<file path="src/hdl/prc_pkg.sv">
// prc_pkg: types, codes and constants of the packet rule classifier
// no dependencies
package prc_pkg;

   localparam int RULE_SLOTS = 16;
   localparam int SLOT_W = (RULE_SLOTS > 1) ? $clog2(RULE_SLOTS) : 1;
   localparam int QUEUE_DEPTH = 2;

   localparam logic [7:0] PROTO_TCP = 8'd6;
   localparam logic [7:0] PROTO_UDP = 8'd17;
   localparam logic [7:0] FLAGS_SYN_ONLY = 8'h02;

   typedef enum logic [2:0] {
      FUNC_CLASSIFY = 3'd0,
      FUNC_ADD      = 3'd1,
      FUNC_DELETE   = 3'd2,
      FUNC_CLEAR    = 3'd3,
      FUNC_ZERO     = 3'd4
   } func_type;

   localparam logic [1:0] ST_OK = 2'd0;
   localparam logic [1:0] ST_FULL = 2'd1;
   localparam logic [1:0] ST_NOT_FOUND = 2'd2;

   localparam logic [1:0] REG_RULE_EN = 2'd0;
   localparam logic [1:0] REG_SESSION_EN = 2'd1;
   localparam logic [1:0] REG_SYN_DROP_EN = 2'd2;

   typedef struct packed {
      logic [2:0]  func;
      logic [7:0]  protocol;
      logic [31:0] src_addr;
      logic [31:0] src_mask;
      logic [31:0] dst_addr;
      logic [31:0] dst_mask;
      logic [15:0] src_port;
      logic [15:0] dst_port;
      logic [7:0]  tcp_flags;
      logic [15:0] packet_length;
      logic [15:0] rule_id;
   } req_type;

   typedef struct packed {
      logic        drop;
      logic [1:0]  status;
      logic [31:0] byte_total;
   } rsp_type;

   // front to back: what the back has to do with the total, plus drop and status
   typedef struct packed {
      logic        add_len;
      logic        zero;
      logic        drop;
      logic [1:0]  status;
      logic [15:0] packet_length;
   } job_type;

   typedef struct packed {
      logic rule_en;
      logic session_en;
      logic syn_drop_en;
   } cfg_type;

endpackage

</file>
<file path="src/hdl/prc_stream_if.sv">
// prc_stream_if: valid/ready channel carrying one payload word
// depends on prc_pkg
interface prc_req_if;
   logic             valid;
   logic             ready;
   prc_pkg::req_type data;
   modport source (output valid, output data, input ready);
   modport sink (input valid, input data, output ready);
endinterface

interface prc_rsp_if;
   logic             valid;
   logic             ready;
   prc_pkg::rsp_type data;
   modport source (output valid, output data, input ready);
   modport sink (input valid, input data, output ready);
endinterface

</file>
<file path="src/hdl/packet_rule_classifier.sv">
// packet_rule_classifier: top level, front, queue, back and register port
// depends on prc_pkg, prc_stream_if, prc_front, prc_queue, prc_back
//
// channel  direction  handshake         payload
// req      in         valid/ready       func, header, rule fields
// rsp      out        valid/ready       drop, status, byte_total
// csr      in         apb write/read    three enable bits
//
// an item is registered into the front's stage, then matched against
// all slots; the front takes the next item when its stage empties
// results leave in the cycle after the back takes the job, through an output register
// synchronous active high reset clears the rule valid bits, total and enables
// a stalled rsp fills the queue, after which the front holds its item
module packet_rule_classifier (
   input  logic        clock,
   input  logic        reset,
   prc_req_if.sink     req,
   prc_rsp_if.source   rsp,
   input  logic        csr_psel,
   input  logic        csr_penable,
   input  logic        csr_pwrite,
   input  logic [3:0]  csr_paddr,
   input  logic [31:0] csr_pwdata,
   output logic [31:0] csr_prdata,
   output logic        csr_pready
);

   prc_pkg::cfg_type cfg_ff, cfg_in;
   logic             fj_valid, fj_ready, bj_valid, bj_ready;
   prc_pkg::job_type fj, bj;
   logic [1:0]       reg_idx;
   logic             wr;

   assign csr_pready = 1'b1;
   assign reg_idx = csr_paddr[3:2];
   assign wr = csr_psel && csr_penable && csr_pwrite && csr_paddr[1:0] == 2'd0;

   always_comb begin
      cfg_in = cfg_ff;
      csr_prdata = '0;
      case (reg_idx)
         prc_pkg::REG_RULE_EN: begin
            csr_prdata[0] = cfg_ff.rule_en;
            if (wr) cfg_in.rule_en = csr_pwdata[0];
         end
         prc_pkg::REG_SESSION_EN: begin
            csr_prdata[0] = cfg_ff.session_en;
            if (wr) cfg_in.session_en = csr_pwdata[0];
         end
         prc_pkg::REG_SYN_DROP_EN: begin
            csr_prdata[0] = cfg_ff.syn_drop_en;
            if (wr) cfg_in.syn_drop_en = csr_pwdata[0];
         end
         default: ;
      endcase
   end

   always_ff @(posedge clock) begin
      if (reset) cfg_ff <= '0;
      else cfg_ff <= cfg_in;
   end

   prc_front u_front (
      .clock(clock), .reset(reset), .req(req), .cfg(cfg_ff),
      .job_valid(fj_valid), .job(fj), .job_ready(fj_ready)
   );

   prc_queue u_queue (
      .clock(clock), .reset(reset),
      .in_valid(fj_valid), .in_ready(fj_ready), .in_job(fj),
      .out_valid(bj_valid), .out_ready(bj_ready), .out_job(bj)
   );

   prc_back u_back (
      .clock(clock), .reset(reset),
      .job_valid(bj_valid), .job_ready(bj_ready), .job(bj), .rsp(rsp)
   );

endmodule

</file>
<file path="src/hdl/prc_front.sv">
// prc_front: accepts items, holds the rule table, matches and edits rules
// depends on prc_pkg
module prc_front (
   input  logic              clock,
   input  logic              reset,
   prc_req_if.sink           req,
   input  prc_pkg::cfg_type  cfg,
   output logic              job_valid,
   output prc_pkg::job_type  job,
   input  logic              job_ready
);

   localparam int N = prc_pkg::RULE_SLOTS;

   logic [N-1:0]  valid_ff, valid_in;
   logic [7:0]    proto_ff [N];
   logic [31:0]   sa_ff [N];
   logic [31:0]   sm_ff [N];
   logic [31:0]   da_ff [N];
   logic [31:0]   dm_ff [N];
   logic [31:0]   ports_ff [N];
   logic [15:0]   ident_ff [N];

   // stage: item held while it is matched and until its job is taken
   logic             busy_ff, busy_in;
   prc_pkg::req_type item_ff, item_in;

   logic [N-1:0] hit_vec, free_vec, id_vec;
   logic [N-1:0] free_sel, id_sel;
   logic         l4_ok, syn_hit, fire;
   logic [15:0]  r_sp, r_dp;

   always_comb begin
      l4_ok = (item_ff.protocol == prc_pkg::PROTO_TCP) ||
              (item_ff.protocol == prc_pkg::PROTO_UDP);
      for (int k = 0; k < N; k++) begin
         r_sp = ports_ff[k][31:16];
         r_dp = ports_ff[k][15:0];
         hit_vec[k] = valid_ff[k] && l4_ok &&
            (proto_ff[k] == 8'd0 || proto_ff[k] == item_ff.protocol) &&
            (sa_ff[k] == 32'd0 || (item_ff.src_addr & sm_ff[k]) == sa_ff[k]) &&
            (da_ff[k] == 32'd0 || (item_ff.dst_addr & dm_ff[k]) == da_ff[k]) &&
            (r_sp == 16'd0 || r_sp == item_ff.src_port) &&
            (r_dp == 16'd0 || r_dp == item_ff.dst_port);
         free_vec[k] = !valid_ff[k];
         id_vec[k] = valid_ff[k] && (ident_ff[k] == item_ff.rule_id);
      end
      // lowest set bit
      free_sel = free_vec & (~free_vec + N'(1));
      id_sel = id_vec & (~id_vec + N'(1));
      syn_hit = cfg.session_en && cfg.syn_drop_en &&
                item_ff.protocol == prc_pkg::PROTO_TCP &&
                item_ff.tcp_flags == prc_pkg::FLAGS_SYN_ONLY;
   end

   assign job_valid = busy_ff;
   assign fire = busy_ff && job_ready;
   assign req.ready = !busy_ff;

   always_comb begin
      job = '0;
      job.packet_length = item_ff.packet_length;
      job.status = prc_pkg::ST_OK;
      valid_in = valid_ff;
      case (item_ff.func)
         prc_pkg::FUNC_CLASSIFY: begin
            job.drop = (cfg.rule_en && (|hit_vec)) || syn_hit;
            job.add_len = !job.drop;
         end
         prc_pkg::FUNC_ADD: begin
            if (|free_vec) valid_in = valid_ff | free_sel;
            else job.status = prc_pkg::ST_FULL;
         end
         prc_pkg::FUNC_DELETE: begin
            if (|id_vec) valid_in = valid_ff & ~id_sel;
            else job.status = prc_pkg::ST_NOT_FOUND;
         end
         prc_pkg::FUNC_CLEAR: valid_in = '0;
         prc_pkg::FUNC_ZERO:  job.zero = 1'b1;
         default: ;
      endcase
   end

   always_comb begin
      busy_in = busy_ff;
      item_in = item_ff;
      if (fire) busy_in = 1'b0;
      if (req.valid && !busy_ff) begin
         busy_in = 1'b1;
         item_in = req.data;
      end
   end

   always_ff @(posedge clock) begin
      if (reset) begin
         busy_ff <= 1'b0;
         valid_ff <= '0;
      end else begin
         busy_ff <= busy_in;
         if (fire) valid_ff <= valid_in;
      end
      item_ff <= item_in;
      for (int k = 0; k < N; k++) begin
         if (fire && item_ff.func == prc_pkg::FUNC_ADD && free_sel[k]) begin
            proto_ff[k] <= item_ff.protocol;
            sa_ff[k] <= item_ff.src_addr;
            sm_ff[k] <= item_ff.src_mask;
            da_ff[k] <= item_ff.dst_addr;
            dm_ff[k] <= item_ff.dst_mask;
            ports_ff[k] <= {item_ff.src_port, item_ff.dst_port};
            ident_ff[k] <= item_ff.rule_id;
         end
      end
   end

   a_one_free: assert property (@(posedge clock) disable iff (reset)
      $onehot0(free_sel)) else $error("free select not onehot");
   a_one_id: assert property (@(posedge clock) disable iff (reset)
      $onehot0(id_sel)) else $error("delete select not onehot");
   a_clear: assert property (@(posedge clock) disable iff (reset)
      fire && item_ff.func == prc_pkg::FUNC_CLEAR |=> valid_ff == '0)
      else $error("clear left rules");
   a_hold: assert property (@(posedge clock) disable iff (reset)
      busy_ff && !job_ready |=> busy_ff && $stable(item_ff))
      else $error("stalled item changed");

endmodule

</file>
<file path="src/hdl/prc_queue.sv">
// prc_queue: short fifo between front and back
// depends on prc_pkg
module prc_queue (
   input  logic              clock,
   input  logic              reset,
   input  logic              in_valid,
   output logic              in_ready,
   input  prc_pkg::job_type  in_job,
   output logic              out_valid,
   input  logic              out_ready,
   output prc_pkg::job_type  out_job
);

   localparam int D = prc_pkg::QUEUE_DEPTH;
   localparam int AW = $clog2(D);

   prc_pkg::job_type mem_ff [D];
   logic [AW-1:0] wp_ff, wp_in, rp_ff, rp_in;
   logic [AW:0]   cnt_ff, cnt_in;
   logic          push, pop;

   assign in_ready = cnt_ff != (AW+1)'(D);
   assign out_valid = cnt_ff != '0;
   assign out_job = mem_ff[rp_ff];
   assign push = in_valid && in_ready;
   assign pop = out_valid && out_ready;

   always_comb begin
      wp_in = push ? ((wp_ff == AW'(D-1)) ? '0 : wp_ff + AW'(1)) : wp_ff;
      rp_in = pop ? ((rp_ff == AW'(D-1)) ? '0 : rp_ff + AW'(1)) : rp_ff;
      cnt_in = cnt_ff + (AW+1)'(push) - (AW+1)'(pop);
   end

   always_ff @(posedge clock) begin
      if (reset) begin
         wp_ff <= '0;
         rp_ff <= '0;
         cnt_ff <= '0;
      end else begin
         wp_ff <= wp_in;
         rp_ff <= rp_in;
         cnt_ff <= cnt_in;
      end
      if (push) mem_ff[wp_ff] <= in_job;
   end

   a_no_over: assert property (@(posedge clock) disable iff (reset)
      cnt_ff <= (AW+1)'(D)) else $error("queue overflow");
   a_count: assert property (@(posedge clock) disable iff (reset)
      push && !pop |=> cnt_ff == $past(cnt_ff) + (AW+1)'(1))
      else $error("queue count slip");
   a_ptr: assert property (@(posedge clock) disable iff (reset)
      cnt_ff == '0 |-> wp_ff == rp_ff) else $error("empty queue pointers differ");

endmodule

</file>
<file path="src/hdl/prc_back.sv">
// prc_back: keeps the forwarded byte total and drives the result register
// depends on prc_pkg
module prc_back (
   input  logic              clock,
   input  logic              reset,
   input  logic              job_valid,
   output logic              job_ready,
   input  prc_pkg::job_type  job,
   prc_rsp_if.source         rsp
);

   logic [31:0]      total_ff, total_in;
   logic             out_valid_ff, out_valid_in;
   prc_pkg::rsp_type out_ff, out_in;
   logic             take;

   assign job_ready = !out_valid_ff || rsp.ready;
   assign take = job_valid && job_ready;
   assign rsp.valid = out_valid_ff;
   assign rsp.data = out_ff;

   always_comb begin
      total_in = total_ff;
      if (job.zero) total_in = '0;
      else if (job.add_len) total_in = total_ff + {16'd0, job.packet_length};
      out_in = out_ff;
      out_valid_in = out_valid_ff && !rsp.ready;
      if (take) begin
         out_valid_in = 1'b1;
         out_in.drop = job.drop;
         out_in.status = job.status;
         out_in.byte_total = total_in;
      end
   end

   always_ff @(posedge clock) begin
      if (reset) begin
         total_ff <= '0;
         out_valid_ff <= 1'b0;
      end else begin
         out_valid_ff <= out_valid_in;
         if (take) total_ff <= total_in;
      end
      out_ff <= out_in;
   end

   a_total: assert property (@(posedge clock) disable iff (reset)
      take |=> rsp.data.byte_total == total_ff) else $error("total mismatch");
   a_drop_ok: assert property (@(posedge clock) disable iff (reset)
      take && job.drop |=> $stable(total_ff)) else $error("dropped packet counted");
   a_status: assert property (@(posedge clock) disable iff (reset)
      rsp.valid |-> rsp.data.status != 2'd3) else $error("bad status");

endmodule
</file>
<file path="src/flat_wrapper.sv">
// flat-port wrapper written by rule: the top's interface ports become plain ports
module packet_rule_classifier_flat 
  (clock, reset, csr_psel, csr_penable, csr_pwrite, csr_paddr, csr_pwdata, csr_prdata, csr_pready, req_valid, req_data, req_ready, rsp_valid, rsp_data, rsp_ready);
  prc_req_if req_i ();
  prc_rsp_if rsp_i ();
  input  logic clock;
  input  logic reset;
  input  logic csr_psel;
  input  logic csr_penable;
  input  logic csr_pwrite;
  input  logic [3:0] csr_paddr;
  input  logic [31:0] csr_pwdata;
  output logic [31:0] csr_prdata;
  output logic csr_pready;
  input wire logic [$bits(req_i.valid)-1:0] req_valid;
  input wire logic [$bits(req_i.data)-1:0] req_data;
  output wire logic [$bits(req_i.ready)-1:0] req_ready;
  output wire logic [$bits(rsp_i.valid)-1:0] rsp_valid;
  output wire logic [$bits(rsp_i.data)-1:0] rsp_data;
  input wire logic [$bits(rsp_i.ready)-1:0] rsp_ready;
  assign req_i.valid = req_valid;
  assign req_i.data = req_data;
  assign req_ready = req_i.ready;
  assign rsp_valid = rsp_i.valid;
  assign rsp_data = rsp_i.data;
  assign rsp_i.ready = rsp_ready;
  packet_rule_classifier u_core (.clock(clock), .reset(reset), .req(req_i), .rsp(rsp_i), .csr_psel(csr_psel), .csr_penable(csr_penable), .csr_pwrite(csr_pwrite), .csr_paddr(csr_paddr), .csr_pwdata(csr_pwdata), .csr_prdata(csr_prdata), .csr_pready(csr_pready));
endmodule
</file>
<file path="config.mk">
export PLATFORM = sky130hd
export DESIGN_NAME = packet_rule_classifier_flat
export DESIGN_NICKNAME = d
export VERILOG_FILES = /design/src/hdl/prc_pkg.sv /design/src/hdl/prc_stream_if.sv /design/src/hdl/packet_rule_classifier.sv /design/src/hdl/prc_front.sv /design/src/hdl/prc_queue.sv /design/src/hdl/prc_back.sv /design/src/flat_wrapper.sv
export SDC_FILE = /design/constraint.sdc
export NUM_CORES = 2
export LEC_CHECK = 0
export BUFFER_PORTS_ARGS = -buffer_cell sky130_fd_sc_hd__buf_2
export CAP_MARGIN = 20
export CORE_MARGIN = 2
export CORE_UTILIZATION = 40
export DETAILED_ROUTE_END_ITERATION = 8
export HOLD_SLACK_MARGIN = 0.02
export REMOVE_ABC_BUFFERS = 1
export SYNTH_ARGS = -nofsm -noshare
export SYNTH_HDL_FRONTEND = slang
export SYNTH_SLANG_ARGS = --single-unit
</file>
<file path="constraint.sdc">
create_clock -name clock -period 18.6 [get_ports clock]
set_input_delay 3.72 -clock clock [delete_from_list [all_inputs] [get_ports clock]]
set_output_delay 3.72 -clock clock [all_outputs]
set_load 0.01 [all_outputs]
</file>
==> impl_metrics.json <==
{
  "htreeDepth": 5,
  "tns_ns": 0,
  "power_density_nw_per_um2": 108,
  "worst_ep_required_time_ns": 14.88,
  "clock_sinks": 3290,
  "tightest_slew_ns": 1.14,
  "dp_cells": 12987,
  "die_h_um": 578,
  "synthTopCellsByArea": "edfxtp_1 74%, xor2_1 8.2%, xnor2_1 4.7%",
  "die_w_um": 578,
  "cp.arrival_ns": 4.32,
  "drt_iter0_drc": 8330,
  "antenna_found_initial": 37,
  "path_class": "in2out",
  "cp.depth": 4,
  "place_congestion": 0.851,
  "syn-cell-area_um2": 132000,
  "hold_viol": 0,
  "synth.most_common_cell": "edfxtp_1",
  "r2r_start": "u_core.u_front.item_ff[208]",
  "drc": 0,
  "finalSetupViolations": 0,
  "crit_path_end_kind": "output pin",
  "startpoint": "csr_paddr[2]",
  "firstDrtPassIters": 5,
  "grt_max_degree": 95,
  "startpoint_type": "primary input",
  "rsz0062_at_grt": "false",
  "synth_commonest_cells": "3232 x edfxtp_1, 1239 x xor2_1, 1175 x nand2_1",
  "route.vias.total": 73750,
  "clock_latency_ns": 0.94,
  "slowest_delay_ns": 0.18,
  "crit_end": "csr_prdata[0]",
  "critPathTopFamily": "buffers and inverters",
  "async_flop_share_pct": 0,
  "fin_crit_sh_pct": 43.2,
  "synth_top_area_share_pct": 73.5,
  "instances_no_fill": 13632,
  "cpMostUsedCell": "buf_2",
  "die_area_um2": 335000,
  "ys_seq_elements": 3290,
  "worstPathCellList": "buf_2 -> mux2i_1 -> o21ai_0 -> buf_2",
  "syn_inst": 8363,
  "ant_nets": 0,
  "num_rows": 210,
  "drt_wl_total_um": 362000,
  "numCtsBuffers": 348,
  "totalPowerFinal_mw": 16.2,
  "min_path_cells": 0,
  "fin_skew_ns": 0.0627,
  "final_util_pct": 45.9,
  "grt-ovfl-total": 0,
  "vdd_ir_drop_max_uv": 80.4,
  "status": "finished, final reports clean",
  "clk_transition_reported_paths_ns": 0.06,
  "r2r_cells": 6,
  "io_buffer_count": 260,
  "cp_max_fo": 6,
  "hold_buffers": 0,
  "cts_resized": 0,
  "ys.flop_type": "edfxtp_1",
  "slew_headroom_pct": 24.1,
  "grt.total_usage_pct": 21.2,
  "avgRoutedWirePerCell_um": 26.6,
  "critPathBufInv": 2,
  "rr_endpoint": "u_core.u_front.da_ff[1][83]",
  "synth-edff-count": 3232,
  "start_util_pct": 40.3,
  "period_needed_ns": 8.04,
  "hp-class": "reg2reg",
  "avgSynthCellArea_um2": 15.8,
  "slew_viol_final": 0,
  "timing.fmax_mhz": 124,
  "post-dp-hpwl_um": 210000,
  "nNetsFinal": 9267,
  "cts_root_buf": "clkbuf_16",
  "avgViaCountPerCell": 5.41,
  "core_area_um2": 328000,
  "cts.path.max_buffers": 4,
  "ys_seq_area_share_pct": 74.4,
  "cts_tree": "yes",
  "grt_pass1_vias": 72812,
  "drive_above_1_share_pct": 11.8,
  "grt_pass1_wl_um": 513000,
  "maxCapViolCount": 0,
  "synth_cell_types": 69,
  "leakagePower_nw": 48.3,
  "ios": 324,
  "hold_slack_ns": 0.440,
  "cts_setup_buffers": 0,
  "synth.largest_area_cell": "edfxtp_1",
  "yosys_warnings": 0,
  "area_growth_pct": 14.0,
  "cp_slowest_cell": "o21ai_0",
  "reg2reg_slack_ns": 13.83
}
-- metrics by stage --
| stage | setup slack, ns | cell area, um2 |
|---|---|---|
| floorplan | -1.33 | 130000 |
| global placement | 10.51 | 139000 |
| detailed placement | 10.58 | 139000 |
| CTS | 10.57 | 150000 |
| global route | 10.54 | 150000 |
| finish | 10.56 | 150000 |
-- how the worst min path moves through the flow --
stage / from / to
CTS: u_core.u_front.job[5] / u_core.u_queue.mem_ff[0][5]
floorplan: u_core.u_front.job[0] / u_core.u_queue.mem_ff[0][0]
global placement: u_core.u_front.job[5] / u_core.u_queue.mem_ff[0][5]
global route: u_core.u_front.job[5] / u_core.u_queue.mem_ff[0][5]
finish: u_core.u_front.job[5] / u_core.u_queue.mem_ff[0][5]
detailed placement: u_core.u_front.job[5] / u_core.u_queue.mem_ff[0][5]
-- layout by cell type (no fill, tap or decap), drive strengths merged, types with 83 or more instances in the layout --
cell type	n
clkbuf	431
nor2	83
edfxtp	3232
nand2	1175
nand4	345
nor4	781
clkinv	145
xnor2	714
xor2	1240
buf	558
-- layer usage --
metal / global-route usage (%) / share of wire (%) / wire length, um
met1: 29.4 / 42 / 152000
met2: 34.9 / 48 / 173000
met3: 2.73 / 7.6 / 27400
met4: 6.19 / 2.8 / 10300
met5: 0 / 0.0033 / 12
-- power breakdown --
group          switching, mW  internal (mW)  total (mW)
Sequential            0.0489           8.29        8.34
Clock                   2.87           3.98        6.85
Combinational          0.754          0.275        1.03
-- area by class of cell --
cell class	count	area [um2]
Timing Repair Buffer	559	3570
Antenna cell	10	25.0
Clock buffer	430	9190
Fill cell	28112	177000
Tap cell	4346	5440
Multi-Input combinational cell	4780	32000
Sequential cell	3290	98200
Inverter	15	56.3
Clock inverter	202	1950
-- cell families (layout without fill, tap and decap cells) --
| kind of cell | count (synthesis) | in the layout | share of synthesized area, % |
|---|---|---|---|
| DFF | 3290 | 3290 | 74.4 |
| and+or+nand+nor | 2526 | 2526 | 9.64 |
| xor gates and xnor gates | 1954 | 1954 | 13.0 |
| buffers and inverters | 323 | 1206 | 1.49 |
| AOI/OAI and AO/OA | 223 | 223 | 1.06 |
| muxes | 26 | 26 | 0.217 |
| adders and majority gates | 19 | 19 | 0.186 |
| other | 2 | 42 | 0.00569 |
-- registers in the layout, indices dropped and copies added, names as in the netlist, 32 cells and up, named ones only --
signal	count
u_core.u_back.rsp.data	35
u_core.u_back.total_ff	32
u_core.u_front.da_ff	512
u_core.u_front.dm_ff	512
u_core.u_front.ident_ff	256
u_core.u_front.item_ff	195
u_core.u_front.ports_ff	512
u_core.u_front.proto_ff	128
u_core.u_front.sa_ff	512
u_core.u_front.sm_ff	512
u_core.u_queue.mem_ff	42
No activity file was read; power rests on OpenSTA's default activity.
